File: config.mk
export PLATFORM = sky130hd
export DESIGN_NAME = months_between_dates_unit
export DESIGN_NICKNAME = d
export VERILOG_FILES = /design/src/rtl/mbd_pkg.sv /design/src/rtl/mbd_decode.sv /design/src/rtl/mbd_prep.sv /design/src/rtl/mbd_frac.sv /design/src/rtl/mbd_merge.sv /design/src/rtl/months_between_dates_unit.sv
export SDC_FILE = /design/constraint.sdc
export NUM_CORES = 2
export LEC_CHECK = 0
export BUFFER_PORTS_ARGS = -buffer_cell sky130_fd_sc_hd__buf_4
export CAP_MARGIN = 25
export CORE_MARGIN = 2
export CORE_UTILIZATION = 45
export DETAILED_ROUTE_END_ITERATION = 16
export HOLD_SLACK_MARGIN = 0.03
export PLACE_DENSITY = 0.56
export SYNTH_ARGS = -nofsm -noshare
export SYNTH_HDL_FRONTEND = slang
export SYNTH_HIERARCHICAL = 1
export SYNTH_SLANG_ARGS = --single-unit
File: constraint.sdc
create_clock -name clk -period 15.51 [get_ports clk]
set_clock_uncertainty 0.2 [all_clocks]
set_input_delay 4.653 -clock clk [delete_from_list [all_inputs] [get_ports clk]]
set_output_delay 4.653 -clock clk [all_outputs]
set_load 0.05 [all_outputs]
File: src/rtl/mbd_pkg.sv
package mbd_pkg;

    // Error codes carried with each result
    typedef enum logic [1:0] {
        ERR_NONE  = 2'd0,
        ERR_YEAR  = 2'd1,
        ERR_MONTH = 2'd2
    } err_t;

    // Range limits
    localparam logic [13:0] YEAR_MAX  = 14'd9999;
    localparam logic [3:0]  MONTH_MAX = 4'd12;

    // Seconds per day, hour, minute
    localparam logic signed [23:0] SEC_DAY  = 24'sd86400;
    localparam logic signed [23:0] SEC_HOUR = 24'sd3600;
    localparam logic signed [23:0] SEC_MIN  = 24'sd60;

    // y / 100 as (y * 10486) >> 20, exact for 14-bit y
    localparam logic [13:0] DIV100_RECIP = 14'd10486;

    // 3125000 / 837 = 3733 + 479 / 837, rounded with half the divisor (418)
    localparam logic [11:0] FRAC_INT  = 12'd3733;
    localparam logic [8:0]  FRAC_REM  = 9'd479;
    localparam logic [9:0]  HALF_DEN  = 10'd418;
    // n / 837 as (n * ceil(2^41 / 837)) >> 41, exact for n below 2^31
    localparam logic [31:0] FRAC_RECIP = 32'd2627267928;

    // One whole month in the output scale
    localparam logic signed [51:0] MONTH_SCALE = 52'sd10000000000;

    // Input request and result payloads
    typedef struct packed {
        logic [13:0] year_a;
        logic [3:0]  month_a;
        logic [4:0]  day_a;
        logic [4:0]  hour_a;
        logic [5:0]  minute_a;
        logic [5:0]  second_a;
        logic [13:0] year_b;
        logic [3:0]  month_b;
        logic [4:0]  day_b;
        logic [4:0]  hour_b;
        logic [5:0]  minute_b;
        logic [5:0]  second_b;
    } item_t;

    typedef struct packed {
        logic signed [51:0] months_scaled;
        logic [1:0]         error_code;
    } result_t;

    // Stage 1: decoded dates
    typedef struct packed {
        err_t               err;
        logic               day_eq;
        logic signed [17:0] whole;
        logic signed [22:0] secdiff;
        logic [13:0]        year_a;
        logic [13:0]        year_b;
        logic [7:0]         cent_a;
        logic [7:0]         cent_b;
        logic [3:0]         month_a;
        logic [3:0]         month_b;
        logic [4:0]         day_a;
        logic [4:0]         day_b;
    } s1_t;

    // Stage 2: scaled terms
    typedef struct packed {
        err_t               err;
        logic               use_whole;
        logic               neg;
        logic [30:0]        num;
        logic [33:0]        base;
        logic signed [51:0] wscaled;
    } s2_t;

    // Stage 3: rounded fraction
    typedef struct packed {
        err_t               err;
        logic               use_whole;
        logic               neg;
        logic [20:0]        frac;
        logic [33:0]        base;
        logic signed [51:0] wscaled;
    } s3_t;

    // Days in a month
    function automatic logic [4:0] month_len(input logic [3:0] m, input logic leap);
        logic [4:0] len;
        begin
            case (m)
                4'd2:    len = leap ? 5'd29 : 5'd28;
                4'd4:    len = 5'd30;
                4'd6:    len = 5'd30;
                4'd9:    len = 5'd30;
                4'd11:   len = 5'd30;
                default: len = 5'd31;
            endcase
            return len;
        end
    endfunction

endpackage

File: src/rtl/mbd_decode.sv
module mbd_decode (
    input  mbd_pkg::item_t item,
    output mbd_pkg::s1_t   s1
);
    import mbd_pkg::*;

    logic [16:0]        tot_a;
    logic [16:0]        tot_b;
    logic signed [7:0]  d_diff;
    logic signed [7:0]  h_diff;
    logic signed [7:0]  n_diff;
    logic signed [7:0]  s_diff;
    logic signed [23:0] d_ext;
    logic signed [23:0] h_ext;
    logic signed [23:0] n_ext;
    logic signed [23:0] s_ext;
    logic signed [23:0] sec_sum;
    logic [27:0]        prod_a;
    logic [27:0]        prod_b;
    logic               year_bad;
    logic               month_bad;

    // Month counts since year zero
    assign tot_a = 17'({item.year_a, 3'b000}) + 17'({item.year_a, 2'b00}) + 17'(item.month_a);
    assign tot_b = 17'({item.year_b, 3'b000}) + 17'({item.year_b, 2'b00}) + 17'(item.month_b);

    // Field differences
    assign d_diff = $signed({3'b000, item.day_a}) - $signed({3'b000, item.day_b});
    assign h_diff = $signed({3'b000, item.hour_a}) - $signed({3'b000, item.hour_b});
    assign n_diff = $signed({2'b00, item.minute_a}) - $signed({2'b00, item.minute_b});
    assign s_diff = $signed({2'b00, item.second_a}) - $signed({2'b00, item.second_b});

    assign d_ext = 24'(d_diff);
    assign h_ext = 24'(h_diff);
    assign n_ext = 24'(n_diff);
    assign s_ext = 24'(s_diff);

    assign sec_sum = d_ext * SEC_DAY + h_ext * SEC_HOUR + n_ext * SEC_MIN + s_ext;

    // Century index for the leap test
    assign prod_a = 28'(item.year_a) * 28'(DIV100_RECIP);
    assign prod_b = 28'(item.year_b) * 28'(DIV100_RECIP);

    // Range checks, year first
    assign year_bad = (item.year_a == 14'd0) || (item.year_a > YEAR_MAX) ||
                      (item.year_b == 14'd0) || (item.year_b > YEAR_MAX);
    assign month_bad = (item.month_a == 4'd0) || (item.month_a > MONTH_MAX) ||
                       (item.month_b == 4'd0) || (item.month_b > MONTH_MAX);

    always_comb
    begin
        if (year_bad)
        begin
            s1.err = ERR_YEAR;
        end
        else if (month_bad)
        begin
            s1.err = ERR_MONTH;
        end
        else
        begin
            s1.err = ERR_NONE;
        end
        s1.day_eq  = (item.day_a == item.day_b);
        s1.whole   = $signed({1'b0, tot_a} - {1'b0, tot_b});
        s1.secdiff = sec_sum[22:0];
        s1.year_a  = item.year_a;
        s1.year_b  = item.year_b;
        s1.cent_a  = prod_a[27:20];
        s1.cent_b  = prod_b[27:20];
        s1.month_a = item.month_a;
        s1.month_b = item.month_b;
        s1.day_a   = item.day_a;
        s1.day_b   = item.day_b;
    end

endmodule

File: src/rtl/mbd_prep.sv
module mbd_prep (
    input  mbd_pkg::s1_t s1,
    output mbd_pkg::s2_t s2
);
    import mbd_pkg::*;

    logic [13:0] rem_a;
    logic [13:0] rem_b;
    logic        leap_a;
    logic        leap_b;
    logic        last_a;
    logic        last_b;
    logic        neg;
    logic [21:0] abs_s;

    // Remainder by 100 from the century index
    assign rem_a = s1.year_a - 14'(16'(s1.cent_a) * 16'd100);
    assign rem_b = s1.year_b - 14'(16'(s1.cent_b) * 16'd100);

    // Gregorian leap rule
    assign leap_a = ((s1.year_a[1:0] == 2'b00) && (rem_a != 14'd0)) ||
                    ((rem_a == 14'd0) && (s1.cent_a[1:0] == 2'b00));
    assign leap_b = ((s1.year_b[1:0] == 2'b00) && (rem_b != 14'd0)) ||
                    ((rem_b == 14'd0) && (s1.cent_b[1:0] == 2'b00));

    assign last_a = (s1.day_a == month_len(s1.month_a, leap_a));
    assign last_b = (s1.day_b == month_len(s1.month_b, leap_b));

    // Split the fraction into sign and magnitude
    assign neg   = s1.secdiff[22];
    assign abs_s = neg ? 22'(-s1.secdiff) : 22'(s1.secdiff);

    always_comb
    begin
        s2.err       = s1.err;
        s2.use_whole = s1.day_eq || (last_a && last_b);
        s2.neg       = neg;
        s2.num       = 31'(abs_s) * 31'(FRAC_REM) + 31'(HALF_DEN);
        s2.base      = 34'(abs_s) * 34'(FRAC_INT);
        s2.wscaled   = 52'(s1.whole) * MONTH_SCALE;
    end

endmodule

File: src/rtl/mbd_frac.sv
module mbd_frac (
    input  mbd_pkg::s2_t s2,
    output mbd_pkg::s3_t s3
);
    import mbd_pkg::*;

    logic [62:0] prod;

    // Divide the rounded remainder term by 837
    assign prod = 63'(s2.num) * 63'(FRAC_RECIP);

    always_comb
    begin
        s3.err       = s2.err;
        s3.use_whole = s2.use_whole;
        s3.neg       = s2.neg;
        s3.frac      = prod[61:41];
        s3.base      = s2.base;
        s3.wscaled   = s2.wscaled;
    end

endmodule

File: src/rtl/mbd_merge.sv
module mbd_merge (
    input  mbd_pkg::s3_t     s3,
    output mbd_pkg::result_t res
);
    import mbd_pkg::*;

    logic [34:0]        mag;
    logic signed [51:0] delta;

    // Add the integer and fractional parts, restore the sign
    assign mag = 35'(s3.base) + 35'(s3.frac);

    always_comb
    begin
        if (s3.use_whole)
        begin
            delta = '0;
        end
        else if (s3.neg)
        begin
            delta = -$signed(52'(mag));
        end
        else
        begin
            delta = $signed(52'(mag));
        end
        res.error_code = s3.err;
        if (s3.err != ERR_NONE)
        begin
            res.months_scaled = '0;
        end
        else
        begin
            res.months_scaled = s3.wscaled + delta;
        end
    end

endmodule

File: src/rtl/months_between_dates_unit.sv
// Month distance between two date-times, B to A, scaled by 10^10.
//
// Request channel: item_valid / item_stall / item carry both dates. A
// request is taken at a rising edge with item_valid high and item_stall low.
// Result channel: result_valid / result_stall / result carry the scaled
// month count and an error code (year checked before month; zero on error).
//
// Throughput is one request per cycle while the result is not stalled:
// decode, leap and scale, reciprocal divide by 837, and the final add each
// sit in a register stage of their own.
//
// A stalled result holds in the output register. Each stage keeps its data
// while the next one is held, so item_stall rises only when all four stages
// hold data and the result is stalled. Bubbles are squeezed out.
//
// Reset clears all stage valid bits, so the block is empty and ready for
// requests once reset is released.
module months_between_dates_unit (
    input  logic             clk,
    input  logic             rst_n,
    input  logic             item_valid,
    output logic             item_stall,
    input  mbd_pkg::item_t   item,
    output logic             result_valid,
    input  logic             result_stall,
    output mbd_pkg::result_t result
);
    import mbd_pkg::*;

    logic    v1_reg;
    logic    v2_reg;
    logic    v3_reg;
    logic    v4_reg;
    logic    v1_next;
    logic    v2_next;
    logic    v3_next;
    logic    v4_next;
    logic    rdy1;
    logic    rdy2;
    logic    rdy3;
    logic    rdy4;
    s1_t     s1_next;
    s1_t     s1_reg;
    s2_t     s2_next;
    s2_t     s2_reg;
    s3_t     s3_next;
    s3_t     s3_reg;
    result_t out_next;
    result_t out_reg;

    // Stage logic
    mbd_decode u_decode (
        .item (item),
        .s1   (s1_next)
    );

    mbd_prep u_prep (
        .s1 (s1_reg),
        .s2 (s2_next)
    );

    mbd_frac u_frac (
        .s2 (s2_reg),
        .s3 (s3_next)
    );

    mbd_merge u_merge (
        .s3  (s3_reg),
        .res (out_next)
    );

    // A stage advances when empty or when the stage after it advances
    assign rdy4 = !v4_reg || !result_stall;
    assign rdy3 = !v3_reg || rdy4;
    assign rdy2 = !v2_reg || rdy3;
    assign rdy1 = !v1_reg || rdy2;

    assign v1_next = rdy1 ? item_valid : v1_reg;
    assign v2_next = rdy2 ? v1_reg : v2_reg;
    assign v3_next = rdy3 ? v2_reg : v3_reg;
    assign v4_next = rdy4 ? v3_reg : v4_reg;

    // Advance valid bits
    always_ff @(posedge clk or negedge rst_n)
    begin
        if (!rst_n)
        begin
            v1_reg <= 1'b0;
            v2_reg <= 1'b0;
            v3_reg <= 1'b0;
            v4_reg <= 1'b0;
        end
        else
        begin
            v1_reg <= v1_next;
            v2_reg <= v2_next;
            v3_reg <= v3_next;
            v4_reg <= v4_next;
        end
    end

    // Advance payload; hold while the next stage cannot take it
    always_ff @(posedge clk)
    begin
        if (rdy1)
        begin
            s1_reg <= s1_next;
        end
        if (rdy2)
        begin
            s2_reg <= s2_next;
        end
        if (rdy3)
        begin
            s3_reg <= s3_next;
        end
        if (rdy4)
        begin
            out_reg <= out_next;
        end
    end

    assign item_stall   = !rdy1;
    assign result_valid = v4_reg;
    assign result       = out_reg;

    // An error result carries a zero month count
    assert property (@(posedge clk) disable iff (!rst_n)
        (result_valid && (result.error_code != ERR_NONE)) |-> (result.months_scaled == '0))
    else $error("error result with nonzero month count");

    // Requests are held off only when the pipeline is full and the result is stalled
    assert property (@(posedge clk) disable iff (!rst_n)
        item_stall |-> (v1_reg && v2_reg && v3_reg && v4_reg && result_stall))
    else $error("request stalled with room in the pipeline");

    // Error code three is never produced
    assert property (@(posedge clk) disable iff (!rst_n)
        result_valid |-> (result.error_code != 2'd3))
    else $error("undefined error code on result");

    // A result taken without a stage behind it leaves the output empty
    assert property (@(posedge clk) disable iff (!rst_n)
        (result_valid && !result_stall && !v3_reg) |=> !result_valid)
    else $error("result repeated after it was taken");

endmodule
# Yosys cells after proc, flatten, opt, wreduce, memory -nomap -nowiden
# Index checks and enable logic that the tools add are counted.
totals:
  reg_bits: 376
  output_inout_bits: 56
  input_bits: 84
  wordCells: 124
classes:
  multipliers: 11
  n_mux: 8
  n_lt_le_gt_ge: 4
  n_reduce_logical: 39
  add_sub_neg: 19
  n_eq_ne: 13
ops:
  columns: ["op", "n"]
  rows:
  - ["two-way mux 52 bit", 2]
  - ["multiplier 31 x 29 -> 59 bit (second input constant)", 1]
  - ["logical NOT 14 bit", 4]
  - ["multiplier 14 x 13 -> 27 bit (second input constant)", 2]
  - ["adder 52 bit", 1]
  - ["negator 35 -> 52 bit", 1]
  - ["adder 23 bit", 2]
  - ["multiplier 18 x 25 -> 42 bit (second input constant)", 1]
  - ["adder 34 x 21 -> 35 bit", 1]
  - ["adder 17 x 16 -> 17 bit", 2]
  - ["adder 17 x 4 -> 17 bit", 2]
  - ["multiplier 22 x 12 -> 34 bit (second input constant)", 1]
  - ["adder 31 x 9 -> 31 bit (second input constant)", 1]
  - ["multiplier 22 x 9 -> 31 bit (second input constant)", 1]
  - ["> comparator 14 bit (second input constant)", 2]
  - ["nonzero test 14 bit", 2]
  - ["subtractor 14 bit", 2]
  - ["multiplier 8 x 5 -> 12 bit (second input constant)", 2]
  - ["adder 23 x 7 -> 23 bit", 1]
  - ["two-way mux 22 bit", 1]
  - ["negator 22 bit", 1]
  - ["one-hot mux 5 bit (2 select lines)", 2]
  - ["subtractor 17 x 17 -> 18 bit", 1]
  - ["== test 4 x 3 -> 1 bit (second input constant)", 4]
  - ["other kinds (18)", 54]

# Longest topological paths before layout
depth:
  ltp_word: 10
  ltp_mapped: 31
  ltp_nobuf: 31

# By module
# The synthesis kept the hierarchy.
modules_own_cells:
  columns: ["module", "seq_area_each_um2", "instances", "area_each_um2", "cells_per_inst"]
  rows:
  - ["mbd_prep", 0.0, 1, 17969.7, 1967]
  - ["mbd_frac", 0.0, 1, 16610.9, 1649]
  - ["mbd_decode", 0.0, 1, 14264.9, 1591]
  - ["months_between_dates_unit", 11871.4, 1, 11933.9, 407]
  - ["mbd_merge", 0.0, 1, 6015.8, 907]

# Least setup slack after synthesis
# Ideal clock, no wire load.
synth_timing:
  path_kind: "input -> register"
  start: "in item[52] in the netlist's numbering"
  end: "reg s1_reg[84] in the netlist's numbering, data pin"
  path_slack_ns: 4.067
  arrival_time_ns: 10.975
  cell_stages: 30
  n_path_buf: 1
  setup_time_ns: 0.268
  required_ns: 15.042
  cell_sequence: "inv_1 ha_1 inv_1 fa_1 a21o_1 a21oi_1 xnor2_1 xor2_1 ha_1 inv_1 fa_1 fa_1 inv_1 ha_1 ha_1 a31oi_1 o21ai_0 o211ai_1 mux2_2 buf_2 xnor2_1 fa_1 inv_1 ha_1 a21o_1 a21oi_1 inv_1 a41oi_1 o21a_1 xnor3_1"
synth_lines:
  columns: ["element", "line", "text"]
  rows:
  - ["from (decl)", "months_between_dates_unit.sv:23", "input mbd_pkg::item_t item,"]
  - ["to (signal assigned)", "months_between_dates_unit.sv:107", "s1_reg <= s1_next;"]
  - ["to (decl)", "months_between_dates_unit.sv:43", "s1_t s1_reg;"]

==> impl_metrics.env <==
export IMPL_status="completed"
export IMPL_critPathLaunchType="primary input"
export IMPL_critPathKind="in -> reg"
export IMPL_routedWlPerCell_um=17.7
export IMPL_synth_distinct_cells=114
export IMPL_cp_end_kind="flop"
export IMPL_cp_arrival_ps=11730
export IMPL_final_layout_size_suffix_gt1_frac=0.0539
export IMPL_grtUsageTotal=0.203
export IMPL_slew_violations=0
export IMPL_wirelength_um=151000
export IMPL_grt_ovfl_total=0
export IMPL_synth_area_leader_cell="fa_1"
export IMPL_globalplace_congestion=0.866
export IMPL_drc_errors=0
export IMPL_num_vias=44100
export IMPL_grt_pass1_vias=45800
export IMPL_synth_ff_type="edfxtp_1"
export IMPL_grt_pass1_wl_um=246000
export IMPL_synthTopCellsByArea="fa_1 25%, ha_1 25%, edfxtp_1 18%"
export IMPL_synth_area_per_cell_um2=10.2
export IMPL_design_core_area_um2=147000
export IMPL_synth_top_cell_area_share=0.249
export IMPL_vias_per_cell=5.17
export IMPL_die_y_um=389
export IMPL_relSlewSlack=0.267
export IMPL_final_hold_viol_count=0
export IMPL_hp_class="reg -> reg"
export IMPL_cp_required_ps=15660
export IMPL_max_freq_ghz=0.0864
export IMPL_die_area_um2=152000
export IMPL_ctsRootBufferMaster="clkbuf_16"
export IMPL_ys_warn_count=6
export IMPL_grt_start_max_net_pins=71
export IMPL_yosys_cell_count_top_type="inv_1"
export IMPL_first_iter_violations=2011
export IMPL_critical_path_slowest_cell="xor2_2"
export IMPL_ys_seq_elements=396
export IMPL_synth_edff_count=392
export IMPL_drtAntennaViolNets=0
export IMPL_post_cts_setup_buffers=0
export IMPL_syn_inst=6521
export IMPL_antenna_found_initial=2
export IMPL_io_buffer_count=139
export IMPL_synth_async_reset_ratio=0.0101
export IMPL_critPathMaxFanout=10
export IMPL_cts_max_level=2
export IMPL_num_rows=141
export IMPL_cts_buffers_inserted=49
export IMPL_fin_crit_sh=0.747
export IMPL_clkSlewWorstSetupHoldPaths_ps=60
export IMPL_syn_area_um2=66800
export IMPL_ctsHoldBuffers=0
export IMPL_cts_tree="built"
export IMPL_syn2layout_area_growth_pct=6.17
export IMPL_clock_latency_ps=650
export IMPL_initial_core_util=0.453
export IMPL_setup_viol=0
export IMPL_cts_sinks=396
export IMPL_cts_resized_gates=0
export IMPL_first_pass_iters=6
export IMPL_die_x_um=389
export IMPL_dp_hpwl_um=129000
export IMPL_largest_reg_flops=121
export IMPL_tightest_slew_ps=1100
export IMPL_rsz0062_at_grt="false"
export IMPL_ios=140
export IMPL_ys_seq_area_frac=0.178
export IMPL_drv_cap=0
export IMPL_cpPeakStageDelay_ps=720
export IMPL_nets=8775
export IMPL_setup_tns_ps=0
export IMPL_crit_path_frequent_cell="inv_1"
export IMPL_yosys_top_cells_count="1437 x inv_1, 1311 x ha_1, 830 x fa_1"
export IMPL_fin_crit_ps=11580
export IMPL_cts_buffer_depth=3
-- critical path: cells and delay by family --
kind / cells / cell delay (ps)
compound gates: 11 / 2200
simple gates: 2 / 350
fa+ha+maj: 7 / 2750
xor+xnor: 3 / 1290
buf+inv: 6 / 480
-- cell type report --
cell class                 count  area [µm²]
antenna                        1        2.50
clock buffer                  52        1240
clock inverter                39         439
fill                       13900       76600
inverter                    1438        5400
multi-input combinational   4490       48200
sequential                   396       11900
tap                         1930        2410
timing repair buffer         175        1370
-- cells by family after synthesis --
family                   Yosys count  share of synthesized area
AO/OA/AOI/OAI                   1027                      0.102
other                              1                  0.0000561
multiplexers                      19                    0.00302
buffers and inverters           1644                      0.102
AND/OR/NAND/NOR                  900                     0.0694
adder cells (fa/ha/maj)         2141                      0.494
flip-flops                       396                      0.178
XOR/XNOR                         393                     0.0521
-- metrics by stage --
stage | area (µm²) | utilization | hold WS [ps] | cells | setup slack (ps)
after floorplan | 66800 | - | 235 | 6530 | 4070
final | 70900 | 0.481 | 205 | 8521 | 3930
after detailed placement | 69200 | 0.469 | 205 | 8427 | 3270
after CTS | 70900 | 0.481 | 202 | 8518 | 3930
after global routing | 70900 | 0.481 | 217 | 8520 | 3480
after global placement | 69200 | 0.469 | 203 | 8425 | 3340
-- path summary, 6_finish.rpt --
kind                              from            to  slack [ps]  depth (start not counted)
max                           item[46]    s1_reg[84]        3930                         29
min                         s2_reg[68]    s3_reg[68]         210                          0
max in group asynchronous        rst_n        v1_reg       11420                          1
min reg2reg                 s2_reg[68]    s3_reg[68]         210                          0
max reg2reg                s2_reg[102]    s3_reg[99]        7200                         22
min in group asynchronous        rst_n  result_valid        3580                          1
-- placed cells by master (no fill, tap or decap), types with 12 or more instances in the layout --
master / count
o21ai_0: 176
nand2_1: 184
a21o_1: 138
o31ai_1: 28
and2_1: 37
nor2_1: 249
and4_1: 13
ha_1: 1311
edfxtp_1: 392
inv_1: 1437
a21oi_1: 314
mux2i_1: 13
a211o_1: 12
xor2_1: 143
and3_1: 31
or2_2: 19
a211oi_1: 31
or4_1: 12
nand4_1: 49
nor2b_1: 32
clkbuf_16: 49
or3_1: 23
buf_4: 172
o21bai_1: 51
nor3_1: 72
xnor2_1: 247
o21a_1: 55
nand2b_1: 50
o211ai_1: 37
o31a_1: 13
a31oi_1: 28
nand3_1: 61
fa_1: 830
-- metal layers --
| metal | vias to the layer above | GRT usage | wire length [µm] |
|---|---|---|---|
| met3 | 102 | 0.0191 | 4780 |
| met5 | - | 0 | 0 |
| met2 | 640 | 0.338 | 71100 |
| met4 | 0 | 0.0330 | 2020 |
| met1 | 21600 | 0.291 | 73200 |
| li1 | 21700 | - | - |
Power is not shown: default switching activity piles up to over one toggle a cycle in this logic, so the estimate is an artifact.
